## src/fbfl_pkg.sv

```systemverilog
`default_nettype none
package fbfl_pkg;

  // Default pool depth
  localparam int POOL_DEPTH_DEF = 256;

  // Field widths
  localparam int KIND_W   = 2;
  localparam int BLK_W    = 9;
  localparam int BCNT_W   = 9;
  localparam int STATUS_W = 2;
  localparam int GRANT_W  = 8;
  localparam int USED_W   = 9;

  // Operation codes
  localparam logic [KIND_W-1:0] KIND_ALLOC = 2'd0;
  localparam logic [KIND_W-1:0] KIND_FREE  = 2'd1;
  localparam logic [KIND_W-1:0] KIND_CLEAR = 2'd2;

  // Result status codes
  localparam logic [STATUS_W-1:0] STAT_OK    = 2'd0;
  localparam logic [STATUS_W-1:0] STAT_EMPTY = 2'd1;
  localparam logic [STATUS_W-1:0] STAT_RANGE = 2'd2;

  // Register reset value and used-count ceiling
  localparam logic [BCNT_W-1:0] BLOCK_COUNT_RST = 9'd256;
  localparam logic [USED_W-1:0] USED_MAX        = 9'd511;

  // Controller to datapath
  typedef struct packed {
    logic accept;        // beat taken this cycle
    logic alloc_wb;      // link read back, update head
    logic sweep_step;    // write one relink entry
    logic sweep_report;  // sweep ends in a result
  } ctl_cmd_t;

  // Datapath to controller
  typedef struct packed {
    logic clear_req;     // beat on the inputs is a clear
    logic alloc_req;     // beat is an allocate with a free head
    logic sweep_last;    // current sweep entry is the last one
  } dp_sts_t;

endpackage
`default_nettype wire

```

## src/fbfl_ctrl.sv

```systemverilog
`default_nettype none
module fbfl_ctrl
  import fbfl_pkg::*;
(
  input  wire logic     clk,
  input  wire logic     rst,
  input  wire logic     start,
  input  wire dp_sts_t  sts,
  output logic          busy,
  output ctl_cmd_t      cmd
);

  localparam logic [1:0] ST_IDLE  = 2'd0;
  localparam logic [1:0] ST_ALLOC = 2'd1;
  localparam logic [1:0] ST_SWEEP = 2'd2;

  logic [1:0] state;
  logic [1:0] state_next;
  logic       report;
  logic       report_next;

  // Commands decoded from state
  assign busy             = (state != ST_IDLE);
  assign cmd.accept       = start && (state == ST_IDLE);
  assign cmd.alloc_wb     = (state == ST_ALLOC);
  assign cmd.sweep_step   = (state == ST_SWEEP);
  assign cmd.sweep_report = report;

  // Next state
  always_comb begin
    state_next  = state;
    report_next = report;
    unique case (state)
      ST_IDLE: begin
        if (cmd.accept) begin
          if (sts.clear_req) begin
            state_next  = ST_SWEEP;
            report_next = 1'b1;
          end else if (sts.alloc_req) begin
            state_next = ST_ALLOC;
          end
        end
      end
      ST_ALLOC: state_next = ST_IDLE;
      ST_SWEEP: begin
        if (sts.sweep_last) begin
          state_next = ST_IDLE;
        end
      end
      default: state_next = ST_IDLE;
    endcase
  end

  // Reset starts a silent relink sweep
  always_ff @(posedge clk) begin
    if (rst) begin
      state  <= ST_SWEEP;
      report <= 1'b0;
    end else begin
      state  <= state_next;
      report <= report_next;
    end
  end

endmodule
`default_nettype wire

```

## src/fbfl_datapath.sv

```systemverilog
`default_nettype none
module fbfl_datapath
  import fbfl_pkg::*;
#(
  parameter int POOL_DEPTH = POOL_DEPTH_DEF
) (
  input  wire logic                clk,
  input  wire logic                rst,
  input  wire ctl_cmd_t            cmd,
  output dp_sts_t                  sts,
  input  wire logic [KIND_W-1:0]   kind,
  input  wire logic [BLK_W-1:0]    block,
  input  wire logic                is_null,
  input  wire logic                cfg_we,
  input  wire logic [BCNT_W-1:0]   cfg_wdata,
  output logic                     done,
  output logic [STATUS_W-1:0]      status,
  output logic [GRANT_W-1:0]       granted,
  output logic [USED_W-1:0]        used_count
);

  localparam int IDX_W = $clog2(POOL_DEPTH);
  localparam int CNT_W = $clog2(POOL_DEPTH + 1);
  localparam int CMP_W = (CNT_W > BLK_W) ? CNT_W : BLK_W;

  // Link memory: {valid, next index}
  logic [IDX_W:0]      link_mem [POOL_DEPTH];
  logic [IDX_W:0]      rd_data;
  logic                mem_we;
  logic [IDX_W-1:0]    mem_wa;
  logic [IDX_W:0]      mem_wd;

  logic [BCNT_W-1:0]   block_count;
  logic [IDX_W-1:0]    head;
  logic [IDX_W-1:0]    head_next;
  logic                head_valid;
  logic                head_valid_next;
  logic [USED_W-1:0]   used;
  logic [USED_W-1:0]   used_next;
  logic [IDX_W-1:0]    sweep_idx;

  logic [CMP_W-1:0]    cnt_ext;
  logic [CMP_W-1:0]    act_cnt;
  logic                in_range;
  logic                last;
  logic [IDX_W-1:0]    blk_idx;

  logic                res_fire;
  logic [STATUS_W-1:0] res_status;
  logic [GRANT_W-1:0]  res_granted;

  // Effective block count, clamped to 1..POOL_DEPTH
  assign cnt_ext = CMP_W'(block_count);
  always_comb begin
    if (cnt_ext == '0) begin
      act_cnt = CMP_W'(1);
    end else if (cnt_ext > CMP_W'(POOL_DEPTH)) begin
      act_cnt = CMP_W'(POOL_DEPTH);
    end else begin
      act_cnt = cnt_ext;
    end
  end

  assign in_range = (CMP_W'(block) < act_cnt);
  assign last     = (CMP_W'(sweep_idx) == (act_cnt - CMP_W'(1)));
  assign blk_idx  = IDX_W'(block);

  // Status to controller
  assign sts.clear_req  = (kind == KIND_CLEAR);
  assign sts.alloc_req  = (kind == KIND_ALLOC) && head_valid;
  assign sts.sweep_last = last;

  // Per-beat update of head, count, link store and result
  always_comb begin
    res_fire        = 1'b0;
    res_status      = STAT_OK;
    res_granted     = '0;
    used_next       = used;
    head_next       = head;
    head_valid_next = head_valid;
    mem_we          = 1'b0;
    mem_wa          = blk_idx;
    mem_wd          = {head_valid, head};
    if (cmd.accept) begin
      unique case (kind)
        KIND_ALLOC: begin
          // a free head goes to the read-back cycle
          if (!head_valid) begin
            res_fire   = 1'b1;
            res_status = STAT_EMPTY;
          end
        end
        KIND_FREE: begin
          res_fire = 1'b1;
          if (!is_null) begin
            if (!in_range) begin
              res_status = STAT_RANGE;
            end else begin
              mem_we          = 1'b1;
              head_next       = blk_idx;
              head_valid_next = 1'b1;
              used_next       = (used == '0) ? used : used - USED_W'(1);
            end
          end
        end
        KIND_CLEAR: begin
          res_fire = 1'b0;
        end
        default: res_fire = 1'b1;
      endcase
    end else if (cmd.alloc_wb) begin
      res_fire        = 1'b1;
      res_granted     = GRANT_W'(head);
      head_next       = rd_data[IDX_W-1:0];
      head_valid_next = rd_data[IDX_W];
      used_next       = (used == USED_MAX) ? used : used + USED_W'(1);
    end else if (cmd.sweep_step) begin
      mem_we = 1'b1;
      mem_wa = sweep_idx;
      mem_wd = {!last, IDX_W'(sweep_idx + IDX_W'(1))};
      if (last) begin
        res_fire        = cmd.sweep_report;
        head_next       = '0;
        head_valid_next = 1'b1;
        used_next       = '0;
      end
    end
  end

  // Link memory, read at the head every cycle
  always_ff @(posedge clk) begin
    if (mem_we) begin
      link_mem[mem_wa] <= mem_wd;
    end
    rd_data <= link_mem[head];
  end

  // Control state
  always_ff @(posedge clk) begin
    if (rst) begin
      block_count <= BLOCK_COUNT_RST;
      head        <= '0;
      head_valid  <= 1'b1;
      used        <= '0;
      sweep_idx   <= '0;
      done        <= 1'b0;
    end else begin
      if (cfg_we) begin
        block_count <= cfg_wdata;
      end
      head       <= head_next;
      head_valid <= head_valid_next;
      used       <= used_next;
      done       <= res_fire;
      if (cmd.accept) begin
        sweep_idx <= '0;
      end else if (cmd.sweep_step) begin
        sweep_idx <= sweep_idx + IDX_W'(1);
      end
    end
  end

  // Result beat payload
  always_ff @(posedge clk) begin
    if (res_fire) begin
      status     <= res_status;
      granted    <= res_granted;
      used_count <= used_next;
    end
  end

endmodule
`default_nettype wire

```

## src/fixed_block_free_list.sv

```systemverilog
// Allocate: the accepting cycle enters ST_ALLOC, whose registered link read feeds the head
//   update and a registered result strobe; the next start is taken while that result is shown.
// Free, empty allocate, unused kind: result strobe in the cycle after accept; busy stays low.
// Clear: relink sweep of one link-memory write per block, then the result strobe.
// Reset: busy for a silent relink sweep over the effective block count; configuration still taken.
// Results cannot be stalled by the receiver: each strobe lasts one cycle.
`default_nettype none
module fixed_block_free_list
  import fbfl_pkg::*;
#(
  parameter int POOL_DEPTH = POOL_DEPTH_DEF
) (
  input  wire logic                clk,
  input  wire logic                rst,
  input  wire logic                start,
  output logic                     busy,
  input  wire logic [KIND_W-1:0]   kind,
  input  wire logic [BLK_W-1:0]    block,
  input  wire logic                is_null,
  input  wire logic                cfg_we,
  input  wire logic [BCNT_W-1:0]   cfg_wdata,
  output logic                     done,
  output logic [STATUS_W-1:0]      status,
  output logic [GRANT_W-1:0]       granted,
  output logic [USED_W-1:0]        used_count
);

  ctl_cmd_t cmd;
  dp_sts_t  sts;

  fbfl_ctrl u_ctrl (
    .clk   (clk),
    .rst   (rst),
    .start (start),
    .sts   (sts),
    .busy  (busy),
    .cmd   (cmd)
  );

  fbfl_datapath #(
    .POOL_DEPTH (POOL_DEPTH)
  ) u_dp (
    .clk        (clk),
    .rst        (rst),
    .cmd        (cmd),
    .sts        (sts),
    .kind       (kind),
    .block      (block),
    .is_null    (is_null),
    .cfg_we     (cfg_we),
    .cfg_wdata  (cfg_wdata),
    .done       (done),
    .status     (status),
    .granted    (granted),
    .used_count (used_count)
  );

  // Link read-back always ends in a result beat
  a_alloc_result : assert property (@(posedge clk) disable iff (rst)
    cmd.alloc_wb |=> done)
    else $error("allocate read-back gave no result");

  // A free beat answers in the next cycle
  a_free_result : assert property (@(posedge clk) disable iff (rst)
    (cmd.accept && kind == KIND_FREE) |=> done)
    else $error("free gave no result");

  // A reported clear ends with nothing handed out
  a_clear_zero : assert property (@(posedge clk) disable iff (rst)
    (cmd.sweep_step && sts.sweep_last && cmd.sweep_report) |=>
      (done && used_count == '0))
    else $error("clear result wrong");

  // Only a successful allocate carries a block index
  a_grant_zero : assert property (@(posedge clk) disable iff (rst)
    (done && status != STAT_OK) |-> (granted == '0))
    else $error("granted set on failed beat");

endmodule
`default_nettype wire
```

## config.mk

```make
export PLATFORM = sky130hd
export DESIGN_NAME = fixed_block_free_list
export DESIGN_NICKNAME = d
export VERILOG_FILES = /design/src/fbfl_pkg.sv /design/src/fbfl_ctrl.sv /design/src/fbfl_datapath.sv /design/src/fixed_block_free_list.sv
export SDC_FILE = /design/constraint.sdc
export NUM_CORES = 2
export LEC_CHECK = 0
export BUFFER_PORTS_ARGS = -buffer_cell sky130_fd_sc_hd__buf_2
export CAP_MARGIN = 20
export CORE_MARGIN = 2
export CORE_UTILIZATION = 55
export CTS_CLUSTER_DIAMETER = 80
export DETAILED_ROUTE_END_ITERATION = 10
export GPL_TIMING_DRIVEN = 1
export PLACE_DENSITY = 0.74
export SLEW_MARGIN = 20
export SYNTH_ARGS = -nofsm -noshare
export SYNTH_HDL_FRONTEND = slang
export SYNTH_SLANG_ARGS = --single-unit
```

## constraint.sdc

```tcl
create_clock -name clk -period 12.9 [get_ports clk]
set_input_delay 1.29 -clock clk [delete_from_list [all_inputs] [get_ports clk]]
set_output_delay 1.29 -clock clk [all_outputs]
set_load 0.01 [all_outputs]
```

==> results.ini <==
[detailed_routing]
drc_errors = 0
drt_iter0_drc = 6781
routed_wl_um = 215000
num_vias = 45707
first_pass_iters = 6
final_antenna_net_count = 0
avgViaCountPerCell = 6.64
wl_per_cell_um = 31.3

[power_and_ir_drop]
peakVddDrop_mv = 0.115
power.leakage_nw = 30.7
cellPowerDensity_mw_per_mm2 = 158
finalPower_mw = 16.3

[synthesis]
synthAdderAreaFrac_pct = 0.215
ys_ff_latch = 2371
synth_ff_type = edfxtp_1
yosysWarnings = 0
synthMuxAreaShare_pct = 16.9
synth_area_mm2 = 0.0929
yosys.area_share.simple_pct = 3.01
synth_compound_area_share_pct = 2.28
synth_edf_count = 2323
synth_top_family_by_area = multiplexers
ys_async_sr_fraction_pct = 0
synth_xor_area_share_pct = 0.170
avgSynthCellArea_um2 = 21.2
syn_inst = 4379
yosysSeqAreaShare_pct = 76.1
synthDistinctLibCells = 70
syn_nets = 4420

[place]
dpl.hpwl_um = 125000
io_buffers = 45
gp_congestion = 0.904

[clock_network]
tritoncts = done
root_buffer = clkbuf_16
cts_made_buffers = 221
clk_path_buf_depth = 3
cts.repair.resized = 0
htree_levels = 4
post_cts_buffers = 0
hold_buffers = 0
clk_pin_slew_worst_paths_ps = 60
clock_latency_ps = 850
clock-sinks = 2371

[setup_path]
critPathArrivalTime_ps = 6280
endpoint_kind = register
cp-start-kind = register
crit_type = reg2reg
path_max_fanout = 92
cp_data_required_time_ps = 13390

[finish]
drive_gt1_share_pct = 24.8
final_common_cell = edfxtp_1
fin_nets = 4519
final_cell_mix = 2323 x edfxtp_1, 637 x mux4_2, 324 x nor2_1
syn2layout_area_growth_pct = 10.9

[sta]
finalCritPeriodShare_pct = 44.9
final-setup-viol-count = 0
relSlewSlack_pct = 20.6
hold_viol = 0
rsz0062_at_grt = no
fmax_mhz = 173
tightest_slew_ps = 1190
min_period_ps = 5790
drv_slew = 0
fin_tns_setup_ps = 0
finClkSkew_ps = 33.3

[global_routing]
grt_pass1_wl_um = 315000
grt_max_degree = 185
antenna_found_initial = 10
overflow = 0
track_usage_pct = 25.1
grt_pass1_vias = 44937

[floorplan]
core-area_mm2 = 0.167
rows = 150
initial_utilization_pct = 55.5
die_area_mm2 = 0.172
die-height_um = 415
ios = 46
die_w_um = 415

[run]
cap_violations = 0

[outcome]
status = complete, no violations

[worst_hold_path]
hp-class = reg2reg

## kinds of logic (layout without fill, tap and decap cells)
logic type	Yosys count	in the layout
and+or+nand+nor	628	628
xor gates and xnor gates	18	18
DFF	2371	2371
other	0	8
muxes	767	767
adders and majority gates	16	16
AOI/OAI and AO/OA	304	304
buffers and inverters	275	568
## through the flow
step / setup slack [ps] / hold WS, ps / cell area (µm²) / instances / utilization [%]
global placement: 7150 / 453 / 95600 / 6456 / 57.1
finish: 7110 / 486 / 103000 / 6884 / 61.6
floorplan: 1740 / 442 / 92900 / 4379 / -
CTS: 7200 / 480 / 103000 / 6874 / 61.5
global route: 6800 / 496 / 103000 / 6876 / 61.5
detailed placement: 6970 / 465 / 95600 / 6457 / 57.1
## critical path: stages (launching register included)
cell and delay (ps):
dfxtp_1 410, nor4_1 410, a21oi_1 190, ha_1 280, and4_1 220, or4_1 510
nand3_1 150, nor4b_4 100, o2bb2ai_4 680, buf_4 660, buf_4 780, buf_4 860
## synth_stat cells (all sizes together), types with 23 or more instances
| master | number | area (µm²) |
|---|---|---|
| dfxtp | 48 | 961 |
| nand3 | 39 | 195 |
| nor2 | 327 | 1230 |
| mux4 | 637 | 14300 |
| a22oi | 74 | 556 |
| edfxtp | 2323 | 69800 |
| nor2b | 23 | 144 |
| o21ai | 52 | 260 |
| nand2 | 132 | 495 |
| buf | 136 | 739 |
| clkbuf | 124 | 465 |
| o211ai | 29 | 218 |
| nor3 | 23 | 115 |
| a21oi | 42 | 210 |
| a211oi | 23 | 178 |
| mux2i | 113 | 1130 |
## final cells by class
type	count	area [µm²]
multi-input cells	1733	21100
clock inverters	140	1400
inverters	15	56.3
fillers	11094	64400
diodes	8	20.0
flip-flops and latches	2371	70700
repair buffers	136	1010
well taps	2204	2760
clock buffers	277	5970
## worst paths after layout
path	from	to	slack, ps	cells after the start
max	u_dp.block_count[8]	u_dp.link_mem[108][8]	7110	11
min	u_ctrl.report	u_ctrl.report	490	1
max reg2reg	u_dp.block_count[8]	u_dp.link_mem[108][8]	7110	11
min reg2reg	u_ctrl.report	u_ctrl.report	490	1
## flip-flops by register name, summed over array words and instances (netlist names)
signal            cells
u_ctrl.report         1
u_ctrl.state          2
u_dp.rd_data          9
u_dp.head             8
u_dp.granted          8
u_dp.used_count       9
u_dp.block_count      9
u_dp.link_mem      2304
u_dp.sweep_idx        8
u_dp.used             9
u_dp.head_valid       1
u_dp.done             1
u_dp.status           2
## per-layer routing
| metal | vias up | share of wire, % | track usage [%] |
|---|---|---|---|
| li1 | 18496 | - | - |
| met1 | 24108 | 39 | 36.2 |
| met2 | 2743 | 48 | 38.9 |
| met3 | 356 | 10 | 5.44 |
| met4 | 4 | 3.0 | 7.74 |
| met5 | - | 0.013 | 0 |
## power breakdown
group          total, mW  leakage, nW  internal, mW  switching, mW
clock               6.58         3.59          3.75           2.83
combinational      0.782         5.83         0.104          0.678
sequential          8.89         21.3          8.86         0.0286
Power figures use the tool's default switching activity.
